## src/rtl/umpc_pkg.sv

```systemverilog
// Shared types, constants and helpers for the unicycle MPC residual/cost unit.
// Depends on nothing; used by the controller, the datapath and the top level.
package umpc_pkg;

  // Controller states
  typedef enum logic [2:0] {
    S_IDLE,
    S_PHASE,
    S_REM,
    S_ZINIT,
    S_CORDIC,
    S_ROT,
    S_MULT,
    S_RES
  } umpc_state_t;

  // Configuration register indexes
  localparam logic [1:0] CFG_STEP_TIME = 2'd0;
  localparam logic [1:0] CFG_POS_W     = 2'd1;
  localparam logic [1:0] CFG_MOTION_W  = 2'd2;
  localparam logic [1:0] CFG_EFFORT_W  = 2'd3;

  // Quarter-turn codes
  localparam logic [1:0] QUAD_0 = 2'd0;
  localparam logic [1:0] QUAD_1 = 2'd1;
  localparam logic [1:0] QUAD_2 = 2'd2;
  localparam logic [1:0] QUAD_3 = 2'd3;

  localparam int          CORDIC_STEPS = 16;
  localparam int          COST_TERMS   = 6;
  localparam int          STATE_TERMS  = 4;
  localparam logic signed [31:0] TURN_PER_RAD = 32'sd683565276;
  localparam logic signed [31:0] RAD_PER_TURN = 32'sd411775;
  localparam logic signed [19:0] CORDIC_START = 20'sd39797;
  localparam logic [47:0] COST_MAX = 48'hFFFF_FFFF_FFFF;

  // Controller to datapath commands
  typedef struct packed {
    logic       load;
    logic       phase;
    logic       rem;
    logic       zinit;
    logic       rotate;
    logic [3:0] iter;
    logic       term_issue;
    logic       fin;
    logic       mult;
    logic       commit;
  } umpc_cmd_t;

  // Datapath to controller status
  typedef struct packed {
    logic last;
    logic out_free;
  } umpc_status_t;

  // Arctangent of 2^-i in Q16 radians
  function automatic logic [15:0] atan_q16(input logic [3:0] i);
    logic [15:0] r;
    case (i)
      4'd0:    r = 16'd51472;
      4'd1:    r = 16'd30386;
      4'd2:    r = 16'd16055;
      4'd3:    r = 16'd8150;
      4'd4:    r = 16'd4091;
      4'd5:    r = 16'd2047;
      4'd6:    r = 16'd1024;
      4'd7:    r = 16'd512;
      4'd8:    r = 16'd256;
      4'd9:    r = 16'd128;
      4'd10:   r = 16'd64;
      4'd11:   r = 16'd32;
      4'd12:   r = 16'd16;
      4'd13:   r = 16'd8;
      4'd14:   r = 16'd4;
      4'd15:   r = 16'd2;
      default: r = 16'd0;
    endcase
    return r;
  endfunction

  // Clamp to the signed 32-bit range
  function automatic logic signed [31:0] sat32(input logic signed [39:0] v);
    logic signed [31:0] r;
    if (v > 40'sd2147483647)
      r = 32'sh7FFF_FFFF;
    else if (v < -40'sd2147483648)
      r = 32'sh8000_0000;
    else
      r = v[31:0];
    return r;
  endfunction

endpackage

```

## src/rtl/umpc_ctrl.sv

```systemverilog
// Sequencer for the unicycle MPC residual/cost unit.
// Depends on umpc_pkg; drives umpc_cmd_t to the datapath, reads umpc_status_t.
module umpc_ctrl (
  input  logic                  clk,
  input  logic                  rst,
  input  logic                  in_valid,
  output logic                  in_ready,
  input  umpc_pkg::umpc_status_t status,
  output umpc_pkg::umpc_cmd_t   cmd
);
  import umpc_pkg::*;

  umpc_state_t state, state_next;
  logic [3:0]  iter, iter_next;

  // State and iteration counter
  always_ff @(posedge clk) begin
    if (rst) begin
      state <= S_IDLE;
      iter  <= '0;
    end else begin
      state <= state_next;
      iter  <= iter_next;
    end
  end

  // Next state
  always_comb begin
    state_next = state;
    iter_next  = '0;
    case (state)
      S_IDLE:   if (in_valid) state_next = S_PHASE;
      S_PHASE:  state_next = S_REM;
      S_REM:    state_next = S_ZINIT;
      S_ZINIT:  state_next = S_CORDIC;
      S_CORDIC: begin
        iter_next = iter + 4'd1;
        if (iter == 4'(CORDIC_STEPS - 1)) state_next = S_ROT;
      end
      S_ROT:    state_next = S_MULT;
      S_MULT:   state_next = S_RES;
      S_RES:    if (status.out_free) state_next = S_IDLE;
      default:  state_next = S_IDLE;
    endcase
  end

  // Outputs
  always_comb begin
    cmd        = '0;
    cmd.iter   = iter;
    in_ready   = 1'b0;
    case (state)
      S_IDLE: begin
        in_ready = 1'b1;
        cmd.load = in_valid;
      end
      S_PHASE:  cmd.phase = 1'b1;
      S_REM:    cmd.rem   = 1'b1;
      S_ZINIT:  cmd.zinit = 1'b1;
      S_CORDIC: begin
        cmd.rotate     = 1'b1;
        cmd.term_issue = (iter < 4'(COST_TERMS)) &&
                         ((iter < 4'(STATE_TERMS)) || !status.last);
      end
      S_ROT:    cmd.fin    = 1'b1;
      S_MULT:   cmd.mult   = 1'b1;
      S_RES:    cmd.commit = status.out_free;
      default:  cmd = '0;
    endcase
  end

  // Sequencing checks
  a_cordic_exit: assert property (@(posedge clk) disable iff (rst)
    (state == S_CORDIC && iter == 4'(CORDIC_STEPS - 1)) |=> state == S_ROT)
    else $error("CORDIC did not hand over after its last step");
  a_commit_idle: assert property (@(posedge clk) disable iff (rst)
    cmd.commit |=> (state == S_IDLE && in_ready))
    else $error("commit not followed by idle");
  a_load_busy: assert property (@(posedge clk) disable iff (rst)
    cmd.load |=> (!in_ready && state == S_PHASE))
    else $error("accepted transaction did not start work");
  a_hold_idle: assert property (@(posedge clk) disable iff (rst)
    (state == S_IDLE && !in_valid) |=> state == S_IDLE)
    else $error("left idle without a transaction");

endmodule

```

## config.mk

```make
export PLATFORM = sky130hd
export DESIGN_NAME = umpc_ctrl
export DESIGN_NICKNAME = d
export VERILOG_FILES = /design/src/rtl/umpc_pkg.sv /design/src/rtl/umpc_ctrl.sv
export SDC_FILE = /design/constraint.sdc
export NUM_CORES = 1
export LEC_CHECK = 0
export BUFFER_PORTS_ARGS = -buffer_cell sky130_fd_sc_hd__buf_4
export CORE_AREA = 2 2 39 41
export DETAILED_ROUTE_END_ITERATION = 6
export DIE_AREA = 0 0 41 43
export PLACE_DENSITY = 0.59
export REMOVE_ABC_BUFFERS = 1
export SKIP_CTS_REPAIR_TIMING = 1
export SYNTH_ARGS = -nofsm -noshare
export SYNTH_HDL_FRONTEND = slang
export SYNTH_SLANG_ARGS = --single-unit
```

## constraint.sdc

```tcl
create_clock -name clk -period 1.7 [get_ports clk]
set_input_delay 0.085 -clock clk [delete_from_list [all_inputs] [get_ports clk]]
set_output_delay 0.085 -clock clk [all_outputs]
set_load 0.02 [all_outputs]
```

Word level (Yosys, flattened, before mapping)
Cells that the tools add are included.
Widths: inputs -> output; s select.
{"block": "op_classes", "n_addsub": 1, "magnitude_cmp": 2, "eq_ne": 11, "mux": 14, "bitwise": 1, "reduce_logical": 6}
{"operator": "$pmux 3 s8", "n": 1}
{"operator": "$eq 3x3->1 const B", "n": 4}
{"operator": "$mux 1", "n": 10}
{"operator": "$mux 3", "n": 3}
{"operator": "$lt 4x3->1 const B", "n": 2}
{"operator": "$eq 3x2->1 const B", "n": 2}
{"operator": "$ne 2x2->1 const B", "n": 3}
{"operator": "$add 4x1->4 const B", "n": 1}
{"operator": "$eq 4x4->1 const B", "n": 1}
{"operator": "$eq 3x1->1 const B", "n": 1}
{"operator": "$logic_not 3->1", "n": 1}
{"operator": "$reduce_and 3->1", "n": 1}
{"operator": "$reduce_or 2->1", "n": 1}
{"operator": "$logic_and 1x1->1", "n": 1}
{"operator": "$logic_not 1->1", "n": 1}
{"operator": "$logic_or 1x1->1", "n": 1}
{"operator": "$not 1->1", "n": 1}
{"block": "totals", "register_bits": 7, "input_bits": 5, "output_inout_bits": 14, "word_cells": 37}

Longest topological paths before layout
{"block": "depth", "word_depth": 4, "mapped_depth": 4, "depth_no_buf": 3}

Worst setup path before layout
Ideal clock, no wire load.
{"block": "synth_timing", "path_type": "flip-flop to output port", "startpoint": "register state[1]", "endpoint": "output cmd[12] (netlist bit)", "arrival_time_ns": 1.348, "t_required_ns": 1.615, "slack_ns": 0.267, "path_stages_with_launch": 4, "cell_sequence": "dfxtp_1 clkbuf_1 nor3_1 and2_1"}
{"item": "start: declaration", "line_no": "umpc_ctrl.sv:13", "rtl": "umpc_state_t state, state_next;"}
{"item": "start signal: assignment", "line_no": "umpc_ctrl.sv:22", "rtl": "state <= state_next;"}
{"item": "end: declaration", "line_no": "umpc_ctrl.sv:9", "rtl": "output umpc_pkg::umpc_cmd_t cmd"}

==> results_dict.tcl <==
set metrics [dict create \
    status "finished, final reports clean" \
    worstHoldEndpoint "state[2]" \
    nFillCells 153 \
    cts_tree "built" \
    rsz0062_at_grt "false" \
    worstPathMaxFanout 11 \
    end_kind "output port" \
    highest_layer "met4" \
    die_height_um 43 \
    p_leak_nw 0.259 \
    place_congestion 0.644 \
    wl_um 812 \
    yosysSeqAreaShare 0.380 \
    placed_cells 75 \
    crit_path_start_kind "flop" \
    max_cap_viol_count 0 \
    clock_skew_ps 1.58 \
    grt_pass1_wl_um 1360 \
    drtIter0Drc 4 \
    grt_start_max_net_pins 12 \
    hold_start "rst" \
    fin_crit_sh 0.903 \
    clock_path_buffers 2 \
    worst_r2r_path_depth 3 \
    wl_per_cell_um 10.3 \
    most-common-layout-cells "buf_4, dfxtp_1, nor2_1, nor2_2" \
    drtAntennaViolNets 0 \
    rr_endpoint "iter[3]" \
    grt-ovfl-total 0 \
    total_power_w 0.000442 \
    path_clk_slew_ps 50 \
    stdcell_count 79 \
    final_nets 70 \
    core_um2 1380 \
    initial_core_util 0.267 \
    wl_met1_um 361 \
    grt_pass1_vias 314 \
    cts_buffers 3 \
    setup_violations 0 \
    antenna_cells 0 \
    required_ps 1620 \
    wl_met2_um 318 \
    avgSynthCellArea_um2 8.39 \
    clock_tree.root_cell "clkbuf_4" \
    die-area_um2 1760 \
    report.final.slew_viol_count 0 \
    synth.ff_latch_count 7 \
    die_w_um 41 \
    syn_area_um2 369 \
    num_vias 356 \
    timing.hold.ws_ps 20.8 \
    critPathKind "reg2out" \
    cts_max_level 1 \
    insertion_delay_ps 250 \
    reg2reg_from "state[1]" \
    min_path_cells 2 \
    crit_arrival_ps 1450 \
    final_common_cell "buf_4" \
    firstDrtPassIters 2 \
    worst_pin_slew_ps 312 \
    ios 19 \
    syn2layout_area_growth_pct 46.4 \
    drc 0 \
    slew-limit-headroom 0.792 \
    reg2reg_slack_ps 430 \
    tns_ps 0 \
    hold_viol 0 \
    grt_usage 0.115 \
    peakVddDrop_mv 0.300 \
    synth.distinct_cells 23 \
    hpwl_um 634 \
    min_period_ps 1540 \
    viasPerCell 4.51 \
    row_count 14 \
    clock-sinks 7 \
    hold_class "in2reg" \
    drive_gt1_frac 0.444 \
    ys_warn_count 0 \
    max_freq_mhz 651 \
    dr_wl_met3_um 107 \
    powerDensity_nw_per_um2 818 \
    syn_inst 44 \
    portBuffers 18 \
    antenna_found_initial 0 \
]
## final cells by class
class,count,area (um^2),area share
multi-input cells,31,206,0.382
clock buffers,4,26.3,0.0486
flip-flops and latches,7,141,0.262
inverters,3,11.3,0.0208
well taps,16,20.0,0.0370
repair buffers,18,135,0.250
## worst max-delay path by stage
stage              from  endpoint  cells past startpoint
4_1_cts        state[2]    cmd[3]                      3
3_5_place_dp   state[2]   iter[2]                      3
6_report       state[1]    cmd[3]                      3
2_1_floorplan  state[2]    cmd[3]                      2
3_3_place_gp   state[2]    cmd[3]                      3
5_1_grt        state[1]    cmd[3]                      3
## state kept, by name, indices dropped and copies added (netlist names)
name   flops
iter       4
state      3
## cell families (layout without fill, tap and decap cells)
kind of cell | count (synthesis) | count (layout) | synth area share
buf+inv | 6 | 25 | 0.0610
fa+ha+maj | 1 | 1 | 0.0339
simple gates | 22 | 22 | 0.359
xor+xnor | 2 | 2 | 0.0475
compound gates | 6 | 6 | 0.119
flops | 7 | 7 | 0.380
## per-stage QoR
step / utilization / setup WS, ps / area, um^2
after floorplan: - / 254 / 358
after global placement: 0.371 / 366 / 513
after detailed placement: 0.371 / 338 / 513
after CTS: 0.390 / 44.2 / 539
after global routing: 0.391 / 61.6 / 541
final: 0.391 / 164 / 541
## critical path: stages (launching register included)
cell     delay (ps)
dfxtp_1         390
or3b_4          450
nor3_1          190
buf_4           170
## routing by layer
layer	vias up	global-route usage
met3	3	0.0366
met1	148	0.146
met2	21	0.156
li1	184	-
met4	0	0.0800
met5	-	0
## cells in the mapped netlist
master | number | area (um^2)
or2_4 | 1 | 8.76
and2_1 | 1 | 6.26
clkbuf_1 | 3 | 11.3
nand3_1 | 1 | 5.00
a21boi_1 | 1 | 7.51
xnor2_1 | 1 | 8.76
or3b_4 | 1 | 11.3
and3b_1 | 2 | 17.5
nor3_1 | 3 | 15.0
nor4_1 | 1 | 6.26
nor3b_1 | 2 | 15.0
nor2_2 | 4 | 25.0
a31oi_1 | 1 | 6.26
a211oi_1 | 1 | 7.51
dfxtp_1 | 7 | 140
ha_1 | 1 | 12.5
o21ba_1 | 1 | 10.0
xor2_1 | 1 | 8.76
nand2_1 | 2 | 7.51
a21oi_1 | 1 | 5.00
nor2_1 | 4 | 15.0
o21a_1 | 1 | 7.51
inv_1 | 3 | 11.3
## power by group
group / switching, W / internal [W] / total [W]
sequential: 0.0000186 / 0.000173 / 0.000191
combinational: 0.0000501 / 0.0000504 / 0.000100
clock: 0.0000610 / 0.0000895 / 0.000151
(Power assumes the default switching activity.)
